$ cat src/design/glfc_pkg.sv
package glfc_pkg;

  localparam logic [7:0] SYNC_A = 8'hAA;
  localparam logic [7:0] SYNC_B = 8'h44;
  localparam logic [7:0] SYNC_C = 8'h12;

  localparam logic [31:0] CRC_POLY = 32'hEDB88320;

  localparam int OFFSET_W = 17;
  localparam int LEN_W    = 16;
  localparam int ID_W     = 16;

  // header layout, offsets from the first sync byte
  localparam logic [OFFSET_W-1:0] OFS_SYNC_A   = 17'd0;
  localparam logic [OFFSET_W-1:0] OFS_SYNC_B   = 17'd1;
  localparam logic [OFFSET_W-1:0] OFS_SYNC_C   = 17'd2;
  localparam logic [OFFSET_W-1:0] OFS_FIRST    = 17'd3;
  localparam logic [OFFSET_W-1:0] OFS_ID_LO    = 17'd4;
  localparam logic [OFFSET_W-1:0] OFS_ID_HI    = 17'd5;
  localparam logic [OFFSET_W-1:0] OFS_LEN_LO   = 17'd8;
  localparam logic [OFFSET_W-1:0] OFS_LEN_HI   = 17'd9;
  localparam logic [OFFSET_W-1:0] OFS_WEEK_LO  = 17'd14;
  localparam logic [OFFSET_W-1:0] OFS_WEEK_HI  = 17'd15;
  localparam logic [OFFSET_W-1:0] OFS_MS_B0    = 17'd16;
  localparam logic [OFFSET_W-1:0] OFS_MS_B1    = 17'd17;
  localparam logic [OFFSET_W-1:0] OFS_MS_B2    = 17'd18;
  localparam logic [OFFSET_W-1:0] OFS_MS_B3    = 17'd19;
  localparam logic [OFFSET_W-1:0] HEADER_BYTES = 17'd28;
  localparam logic [OFFSET_W-1:0] LAST_FROM_LEN = 17'd31;

  localparam int FIFO_DEPTH = 4;
  localparam int FIFO_PTR_W = $clog2(FIFO_DEPTH);
  localparam int FIFO_CNT_W = $clog2(FIFO_DEPTH + 1);

  // configuration register indexes
  localparam logic [1:0] REG_OBSERVATION = 2'd0;
  localparam logic [1:0] REG_GPS_EPH     = 2'd1;
  localparam logic [1:0] REG_BDS_EPH     = 2'd2;
  localparam logic [1:0] REG_POSITION    = 2'd3;

  localparam logic [ID_W-1:0] RST_OBSERVATION = 16'd43;
  localparam logic [ID_W-1:0] RST_GPS_EPH     = 16'd7;
  localparam logic [ID_W-1:0] RST_BDS_EPH     = 16'd1696;
  localparam logic [ID_W-1:0] RST_POSITION    = 16'd42;

  typedef enum logic [2:0] {
    KIND_OTHER       = 3'd0,
    KIND_OBSERVATION = 3'd1,
    KIND_GPS_EPH     = 3'd2,
    KIND_BDS_EPH     = 3'd3,
    KIND_POSITION    = 3'd4
  } msg_kind_t;

  typedef enum logic [3:0] {
    ST_HUNT   = 4'b0001,
    ST_SEEN_A = 4'b0010,
    ST_SEEN_B = 4'b0100,
    ST_FRAME  = 4'b1000
  } sync_state_t;

  typedef struct packed {
    logic [ID_W-1:0] observation;
    logic [ID_W-1:0] gps_eph;
    logic [ID_W-1:0] bds_eph;
    logic [ID_W-1:0] position;
  } cfg_t;

  // one classified frame byte, handed from the front to the back
  typedef struct packed {
    logic [7:0]          data;
    logic [OFFSET_W-1:0] offset;
    logic                trailer;  // byte of the received CRC
    logic [1:0]          lane;     // byte position inside the received CRC
    logic                last;
  } item_t;

  function automatic logic [31:0] crc_byte(input logic [31:0] crc_in, input logic [7:0] b);
    logic [31:0] c;
    c = crc_in ^ {24'd0, b};
    for (int k = 0; k < 8; k++) begin
      if (c[0]) begin
        c = (c >> 1) ^ CRC_POLY;
      end else begin
        c = c >> 1;
      end
    end
    return c;
  endfunction

endpackage

$ cat src/design/glfc_front.sv
module glfc_front (
  input  logic                clk,
  input  logic                rst,
  input  logic                in_valid,
  output logic                in_ready,
  input  logic [7:0]          in_byte,
  output logic                push,
  output glfc_pkg::item_t     push_item,
  input  logic                fifo_full
);
  import glfc_pkg::*;

  sync_state_t         state;
  sync_state_t         state_next;
  logic [OFFSET_W-1:0] byte_index;
  logic [OFFSET_W-1:0] byte_index_next;
  logic [LEN_W-1:0]    payload_length;
  logic [LEN_W-1:0]    payload_length_next;

  logic                in_fire;
  logic                emit;
  logic [OFFSET_W-1:0] trailer_start;
  logic [OFFSET_W-1:0] last_index;

  assign in_ready = !fifo_full;
  assign in_fire  = in_valid && in_ready;

  // payload length is final well before the trailer can begin
  assign trailer_start = {1'b0, payload_length} + HEADER_BYTES;
  assign last_index    = {1'b0, payload_length} + LAST_FROM_LEN;

  always_comb begin
    state_next          = state;
    byte_index_next     = byte_index;
    payload_length_next = payload_length;
    emit                = 1'b0;
    push_item           = '0;
    push_item.data      = in_byte;
    unique case (state) inside
      ST_HUNT: begin
        if (in_byte == SYNC_A) begin
          emit             = 1'b1;
          push_item.offset = OFS_SYNC_A;
          state_next       = ST_SEEN_A;
        end
      end
      ST_SEEN_A, ST_SEEN_B: begin
        if (state == ST_SEEN_A && in_byte == SYNC_B) begin
          emit             = 1'b1;
          push_item.offset = OFS_SYNC_B;
          state_next       = ST_SEEN_B;
        end else if (state == ST_SEEN_B && in_byte == SYNC_C) begin
          emit                = 1'b1;
          push_item.offset    = OFS_SYNC_C;
          state_next          = ST_FRAME;
          byte_index_next     = OFS_FIRST;
          payload_length_next = '0;
        end else if (in_byte == SYNC_A) begin
          // restart the hunt on this byte
          emit             = 1'b1;
          push_item.offset = OFS_SYNC_A;
          state_next       = ST_SEEN_A;
        end else begin
          state_next = ST_HUNT;
        end
      end
      ST_FRAME: begin
        emit              = 1'b1;
        push_item.offset  = byte_index;
        push_item.trailer = (byte_index >= trailer_start);
        push_item.lane    = byte_index[1:0] - payload_length[1:0];
        push_item.last    = (byte_index == last_index);
        if (byte_index == OFS_LEN_LO) begin
          payload_length_next = {8'd0, in_byte};
        end else if (byte_index == OFS_LEN_HI) begin
          payload_length_next = {in_byte, payload_length[7:0]};
        end
        if (push_item.last) begin
          state_next      = ST_HUNT;
          byte_index_next = '0;
        end else begin
          byte_index_next = byte_index + 1'b1;
        end
      end
      default: state_next = ST_HUNT;
    endcase
  end

  assign push = in_fire && emit;

  always_ff @(posedge clk) begin
    if (rst) begin
      state          <= ST_HUNT;
      byte_index     <= '0;
      payload_length <= '0;
    end else if (in_fire) begin
      state          <= state_next;
      byte_index     <= byte_index_next;
      payload_length <= payload_length_next;
    end
  end

endmodule

$ cat src/design/glfc_fifo.sv
module glfc_fifo (
  input  logic            clk,
  input  logic            rst,
  input  logic            push,
  input  glfc_pkg::item_t push_item,
  output logic            full,
  input  logic            pop,
  output logic            not_empty,
  output glfc_pkg::item_t pop_item
);
  import glfc_pkg::*;

  item_t                 entries [FIFO_DEPTH];
  logic [FIFO_PTR_W-1:0] wr_ptr;
  logic [FIFO_PTR_W-1:0] rd_ptr;
  logic [FIFO_CNT_W-1:0] count;

  assign full      = (count == FIFO_CNT_W'(FIFO_DEPTH));
  assign not_empty = (count != '0);
  assign pop_item  = entries[rd_ptr];

  always_ff @(posedge clk) begin
    if (push) begin
      entries[wr_ptr] <= push_item;
    end
  end

  always_ff @(posedge clk) begin
    if (rst) begin
      wr_ptr <= '0;
      rd_ptr <= '0;
      count  <= '0;
    end else begin
      if (push) begin
        wr_ptr <= wr_ptr + 1'b1;
      end
      if (pop) begin
        rd_ptr <= rd_ptr + 1'b1;
      end
      if (push && !pop) begin
        count <= count + 1'b1;
      end else if (pop && !push) begin
        count <= count - 1'b1;
      end
    end
  end

endmodule

$ cat src/design/glfc_back.sv
module glfc_back (
  input  logic                        clk,
  input  logic                        rst,
  input  glfc_pkg::cfg_t              cfg,
  input  logic                        item_valid,
  input  glfc_pkg::item_t             item,
  output logic                        pop,
  output logic                        out_valid,
  input  logic                        out_ready,
  output logic [7:0]                  out_byte,
  output logic [glfc_pkg::OFFSET_W-1:0] out_offset,
  output logic                        out_last,
  output logic                        out_good,
  output glfc_pkg::msg_kind_t         out_kind,
  output logic [glfc_pkg::ID_W-1:0]   out_code,
  output logic [15:0]                 out_week,
  output logic signed [31:0]          out_millis
);
  import glfc_pkg::*;

  logic [31:0]     running_crc;
  logic [31:0]     running_crc_next;
  logic [31:0]     received_crc;
  logic [31:0]     received_crc_next;
  logic [ID_W-1:0] captured_id;
  logic [ID_W-1:0] captured_id_next;
  logic [15:0]     captured_week;
  logic [15:0]     captured_week_next;
  logic [31:0]     captured_millis;
  logic [31:0]     captured_millis_next;

  logic [31:0]     crc_base;
  logic            frame_start;
  msg_kind_t       kind;

  assign pop = item_valid && (!out_valid || out_ready);

  assign frame_start = (item.offset == OFS_SYNC_C);
  assign crc_base    = (item.offset == OFS_SYNC_A) ? 32'd0 : running_crc;

  always_comb begin
    captured_id_next     = frame_start ? '0 : captured_id;
    captured_week_next   = frame_start ? '0 : captured_week;
    captured_millis_next = frame_start ? '0 : captured_millis;
    received_crc_next    = frame_start ? '0 : received_crc;
    case (item.offset)
      OFS_ID_LO:   captured_id_next = {8'd0, item.data};
      OFS_ID_HI:   captured_id_next = {item.data, captured_id[7:0]};
      OFS_WEEK_LO: captured_week_next = {8'd0, item.data};
      OFS_WEEK_HI: captured_week_next = {item.data, captured_week[7:0]};
      OFS_MS_B0:   captured_millis_next = {24'd0, item.data};
      OFS_MS_B1:   captured_millis_next = captured_millis | {16'd0, item.data, 8'd0};
      OFS_MS_B2:   captured_millis_next = captured_millis | {8'd0, item.data, 16'd0};
      OFS_MS_B3:   captured_millis_next = captured_millis | {item.data, 24'd0};
      default: ;
    endcase
    if (item.trailer) begin
      running_crc_next = running_crc;
      case (item.lane)
        2'd0:    received_crc_next = received_crc | {24'd0, item.data};
        2'd1:    received_crc_next = received_crc | {16'd0, item.data, 8'd0};
        2'd2:    received_crc_next = received_crc | {8'd0, item.data, 16'd0};
        default: received_crc_next = received_crc | {item.data, 24'd0};
      endcase
    end else begin
      running_crc_next = crc_byte(crc_base, item.data);
    end
  end

  // first match wins
  always_comb begin
    if (captured_id == cfg.observation) begin
      kind = KIND_OBSERVATION;
    end else if (captured_id == cfg.gps_eph) begin
      kind = KIND_GPS_EPH;
    end else if (captured_id == cfg.bds_eph) begin
      kind = KIND_BDS_EPH;
    end else if (captured_id == cfg.position) begin
      kind = KIND_POSITION;
    end else begin
      kind = KIND_OTHER;
    end
  end

  always_ff @(posedge clk) begin
    if (rst) begin
      out_valid       <= 1'b0;
      running_crc     <= '0;
      received_crc    <= '0;
      captured_id     <= '0;
      captured_week   <= '0;
      captured_millis <= '0;
    end else begin
      if (pop) begin
        out_valid       <= 1'b1;
        running_crc     <= running_crc_next;
        received_crc    <= received_crc_next;
        captured_id     <= captured_id_next;
        captured_week   <= captured_week_next;
        captured_millis <= captured_millis_next;
      end else if (out_ready) begin
        out_valid <= 1'b0;
      end
    end
  end

  always_ff @(posedge clk) begin
    if (pop) begin
      out_byte   <= item.data;
      out_offset <= item.offset;
      out_last   <= item.last;
      out_good   <= item.last && (received_crc_next == running_crc);
      out_kind   <= item.last ? kind : KIND_OTHER;
      out_code   <= captured_id_next;
      out_week   <= captured_week_next;
      out_millis <= captured_millis_next;
    end
  end

endmodule

$ cat src/design/gnss_binary_log_framer_crc32_unit.sv
// Path: an accepted byte is written into the queue, then registered onto the output
// by the back end. Throughput: one byte per cycle while the queue has room and the
// output is taken; the per-byte CRC-32 update is unrolled over eight bit steps in
// the back end, and a four-entry queue sits between front and back.
// Bytes that break or do not start a sync sequence give no result, except an AA.
// Reset (rst, synchronous): hunt for sync, clear queue, fields and CRC, load default IDs.
module gnss_binary_log_framer_crc32_unit (
  input  logic        clk,
  input  logic        rst,
  input  logic        s_axis_tvalid,
  output logic        s_axis_tready,
  input  logic [7:0]  s_axis_tdata,   // [7:0] rx_byte
  output logic        m_axis_tvalid,
  input  logic        m_axis_tready,
  // [7:0] frame_byte, [24:8] frame_offset, [40:25] message_code,
  // [56:41] gps_week, [88:57] week_millis, [95:89] zero
  output logic [95:0] m_axis_tdata,
  output logic [3:0]  m_axis_tuser,   // [0] crc_good, [3:1] message_kind
  output logic        m_axis_tlast,   // last_byte
  input  logic        cfg_wr_en,
  input  logic [1:0]  cfg_index,
  input  logic [15:0] cfg_data
);
  import glfc_pkg::*;

  cfg_t                cfg;
  logic                push;
  item_t               push_item;
  logic                fifo_full;
  logic                pop;
  logic                fifo_not_empty;
  item_t               pop_item;
  logic [7:0]          frame_byte;
  logic [OFFSET_W-1:0] frame_offset;
  logic                crc_good;
  msg_kind_t           message_kind;
  logic [ID_W-1:0]     message_code;
  logic [15:0]         gps_week;
  logic signed [31:0]  week_millis;

  always_ff @(posedge clk) begin
    if (rst) begin
      cfg.observation <= RST_OBSERVATION;
      cfg.gps_eph     <= RST_GPS_EPH;
      cfg.bds_eph     <= RST_BDS_EPH;
      cfg.position    <= RST_POSITION;
    end else if (cfg_wr_en) begin
      unique case (cfg_index)
        REG_OBSERVATION: cfg.observation <= cfg_data;
        REG_GPS_EPH:     cfg.gps_eph     <= cfg_data;
        REG_BDS_EPH:     cfg.bds_eph     <= cfg_data;
        REG_POSITION:    cfg.position    <= cfg_data;
        default: ;
      endcase
    end
  end

  glfc_front u_front (
    .clk       (clk),
    .rst       (rst),
    .in_valid  (s_axis_tvalid),
    .in_ready  (s_axis_tready),
    .in_byte   (s_axis_tdata),
    .push      (push),
    .push_item (push_item),
    .fifo_full (fifo_full)
  );

  glfc_fifo u_fifo (
    .clk       (clk),
    .rst       (rst),
    .push      (push),
    .push_item (push_item),
    .full      (fifo_full),
    .pop       (pop),
    .not_empty (fifo_not_empty),
    .pop_item  (pop_item)
  );

  glfc_back u_back (
    .clk        (clk),
    .rst        (rst),
    .cfg        (cfg),
    .item_valid (fifo_not_empty),
    .item       (pop_item),
    .pop        (pop),
    .out_valid  (m_axis_tvalid),
    .out_ready  (m_axis_tready),
    .out_byte   (frame_byte),
    .out_offset (frame_offset),
    .out_last   (m_axis_tlast),
    .out_good   (crc_good),
    .out_kind   (message_kind),
    .out_code   (message_code),
    .out_week   (gps_week),
    .out_millis (week_millis)
  );

  assign m_axis_tdata = {7'd0, week_millis, gps_week, message_code, frame_offset, frame_byte};
  assign m_axis_tuser = {message_kind, crc_good};

`ifndef SYNTH
  // the final byte sits at least past header and trailer
  a_last_offset: assert property (@(posedge clk) disable iff (rst)
    m_axis_tvalid && m_axis_tlast |-> frame_offset >= LAST_FROM_LEN)
    else $error("last byte at an offset inside the header");

  a_status_only_last: assert property (@(posedge clk) disable iff (rst)
    m_axis_tvalid && !m_axis_tlast |-> !crc_good && message_kind == KIND_OTHER)
    else $error("CRC status or class shown before the last byte");

  a_frame_opens_sync: assert property (@(posedge clk) disable iff (rst)
    m_axis_tvalid && frame_offset == OFS_SYNC_A |-> frame_byte == SYNC_A)
    else $error("frame opened on a byte other than the first sync byte");

  a_push_room: assert property (@(posedge clk) disable iff (rst)
    push |-> !fifo_full)
    else $error("byte pushed into a full queue");
`endif

endmodule

$ cat config.mk
export PLATFORM = sky130hd
export DESIGN_NAME = gnss_binary_log_framer_crc32_unit
export DESIGN_NICKNAME = d
export VERILOG_FILES = /design/src/design/glfc_pkg.sv /design/src/design/glfc_front.sv /design/src/design/glfc_fifo.sv /design/src/design/glfc_back.sv /design/src/design/gnss_binary_log_framer_crc32_unit.sv
export SDC_FILE = /design/constraint.sdc
export NUM_CORES = 1
export LEC_CHECK = 0
export BUFFER_PORTS_ARGS = -buffer_cell sky130_fd_sc_hd__buf_2
export CORE_ASPECT_RATIO = 1.25
export CORE_MARGIN = 2
export CORE_UTILIZATION = 61
export DETAILED_ROUTE_END_ITERATION = 7
export PLACE_DENSITY = 0.8
export RECOVER_POWER = 100
export SLEW_MARGIN = 20
export SYNTH_ARGS = -nofsm -noshare
export SYNTH_HDL_FRONTEND = slang
export SYNTH_HIERARCHICAL = 1
export SYNTH_SLANG_ARGS = --single-unit
$ cat constraint.sdc
create_clock -name clk -period 6.3 [get_ports clk]
set_input_delay 0.315 -clock clk [delete_from_list [all_inputs] [get_ports clk]]
set_output_delay 0.315 -clock clk [all_outputs]
set_load 0.05 [all_outputs]
==> metrics.md <==
| Metric | Value |
|---|---|
| GR Overflow Total | 0 |
| Final setup vio count | 0 |
| GRT Overall Usage | 28.1% |
| HPWL after detailed placement | 34000 microns |
| Max FO, Critical Path | 22 |
| Routed met3 length | 3480 microns |
| Tcrit/Tclk final | 78.1% |
| Synth top area cells | edfxtp_1 (29%), dfxtp_1 (22%), xor2_1 (5.5%), xnor2_1 (3.3%), nor2_1 (3.3%) |
| DR iter-0 viols | 1625 |
| Max-cap check violation count | 10 |
| Yosys top cell by area | edfxtp_1 |
| Fin. max-slew vios | 485 |
| CTS Buf Count | 43 |
| Post-synthesis sequential area ratio | between 50 and 60% |
| Startpoint Class | flop |
| Worst EP required | 6.72 ns |
| Yosys warns | 6 |
| Synth Flop Type | dfxtp_1 |
| I/O Pins | between 100 and 150 |
| Die area | 36800 sq um |
| Vias/cell | approximately 6 |
| Clock-pin slew on the worst setup and hold paths | 0.06 ns |
| Cell area after synthesis | 21500 sq um |
| Post-CTS sizing | 0 |
| Slew headroom | -154% |
| Place WS | 1.84 ns |
| Leak | 8.62 nW |
| Largest net degree at the start of global routing | 102 |
| Tmin final | 4.92 ns |
| WL per Instance | 20.5 microns |
| Final Hold Vio Count | 0 |
| Final ANT Viol Nets | 0 |
| Core area | 34600 sq um |
| Die width | 172 microns |
| Worst VDD drop | approximately 0.28 mV |
| Setup Buffers After CTS | 0 |
| PD cells | 456 nW/um^2 |
| Critical Path AT | around 5.3 ns |
| Worst Path Class, Setup | reg -> reg |
| Clock skew | 0.0279 ns |
| Met2 wire len | 25900 microns |
| Starting Density | 62.2% |
| Clock tree sinks | 449 |
| Area delta synth->final | 8.36% |
| HP Class | in -> reg |
| Maximum clock rate | 203 MHz |
| Post-Route WL | 52200 microns |
| Drt drc | 0 |
| CP endpoint kind | flop |
| Status | finished, violations left |
| Distinct cells, synth | 86 |
| Hold-fix buffers, CTS | 0 |
| Failing checks | max-capacitance violations, max-slew violations |
| Unrepaired setup endpoints after global routing | false |
| Global-route wire length before repair | between 80000 and 90000 microns |
| CTS max path bufs | 3 |
| Asr flop ratio synth | 0% |
| Worst Tran Pin Value | 3.82 ns |
| Vias in the first global route | about 15000 |
| Synthesis-stage register bit count | ~450 |
| Antenna violations before repair | 1 |
| Net count reported at finish | roughly 2100 |
| Post-synth top area share | between 20 and 30% |
| Sum Neg Setup Slack | 0 ns |
| Share of cells above drive strength 1 | 7.08% |
| Gate Count Post-Synth | 2018 |
| Clock Tree Root | clkbuf_16 |
| CTS tree | built |
| Synth Area per Inst | approximately 11 sq um |
| TritonRoute pass-1 iters | 6 |
| Vias | 15740 |
| GP Congestion | 0.912 |
| PortBufs | between 100 and 150 |
| Worst-skew pair later-pin latency | approximately 0.57 ns |
| Highest routed layer | met4 |
| H-tree depth | 2 |
| Overall die height | 214 microns |
| Met1 WL | 20500 microns |
| Post-synth EDFFs | 210 |
| Setup WS post-layout | 1.38 ns |
| # rows | 76 |
power by group:
part | leakage (nW) | internal [mW] | switching (mW)
logic | 3.98 | 1.11 | 2.94
registers | 3.93 | 3.62 | 0.282
clock network | 0.712 | 1.56 | 1.11
total | 8.62 | 6.30 | 4.33
final cells by class:
type	instances	area (sq um)
fillers	2709	11300
flip-flops and latches	449	11100
multi-input cells	1387	9510
clock buffers	56	1170
repair buffers	144	601
well taps	468	586
clock inverters	22	288
inverters	19	73.8
diodes	1	2.50
worst max-delay path: stages (launching register included):
cell	delay, ns
dfxtp_1	0.89
buf_4	0.46
mux4_1	0.60
clkbuf_1	0.64
and2_1	0.44
a21oi_1	0.27
o22a_1	0.16
o21ai_0	0.06
or3_1	0.42
o31a_1	0.31
nor4_1	0.28
o2111a_1	0.23
worst paths after layout:
kind / start / to / slack (ns) / cells past startpoint
setup / recovery: flop / u_back/out_good / 1.38 / 11
hold / removal: cfg_data[5] / cfg[37] / 0.02 / 3
setup reg to reg: flop / u_back/out_good / 1.38 / 11
hold reg to reg: u_back/captured_week[10] / u_back/captured_week[10] / 0.45 / 2
cell usage after synthesis (all sizes together) (15+ instances only):
cell type,n
dfxtp,239
edfxtp,210
nor2,191
nand2,174
xor2,135
clkbuf,117
a21oi,110
xnor2,85
nand2b,76
mux2i,67
a22oi,59
buf,52
nand3,52
nor3,45
a22o,38
a211oi,34
o21ai,30
mux4,29
nor4,29
ha,27
nand4,26
and3,25
inv,18
a31oi,17
and2,15
stage by stage:
stage	power, mW	hold slack [ns]	area (sq um)	utilization, %	instances
global placement	7.96	0.438	22100	63.9	2466
global route	11.0	0.0440	23300	67.3	2545
finish	10.6	0.0246	23300	67.4	2546
detailed placement	8.05	0.446	22100	63.9	2466
CTS	10.7	0.00790	23600	68.1	2544
floorplan	7.19	0.387	21500	-	2024
layout by cell type (no fill, tap or decap), types with 51 or more instances in the layout:
cell type / Yosys / layout
xor2_1: 134 / 134
dfxtp_1: 239 / 239
xnor2_1: 82 / 83
nand3_1: 51 / 51
nand2_1: 173 / 173
nand2b_1: 76 / 76
edfxtp_1: 210 / 210
a21oi_1: 109 / 110
nor2_1: 190 / 189
clkbuf_1: 117 / 123
a22oi_1: 59 / 59
mux2i_1: 67 / 67
metal layers:
layer  vias to the layer above  global-route usage, %
met4                         0                   13.2
met2                       686                   47.4
met1                      7640                   35.6
met5                         -                      0
met3                       156                   4.07
li1                       7258                      -
logic make-up after synthesis:
logic type                 share of synthesized area [%]
AOI/OAI and AO/OA                                   11.1
xor gates and xnor gates                            9.51
adders and majority gates                           1.66
buffers and inverters                               3.95
DFF                                                 51.6
muxes                                               6.17
other                                             0.0174
and+or+nand+nor                                     16.1
registers in the layout, summed over array words and instances, names as in the netlist, 17 cells and up, named ones only:
name                    flops
u_back/received_crc        32
u_front/byte_index         17
u_back/captured_millis     32
u_back/running_crc         32
u_back/out_offset          17
cfg                        64
u_back/out_millis          32
u_fifo/entries            116
Note: power is estimated with default switching activity, not from simulation.
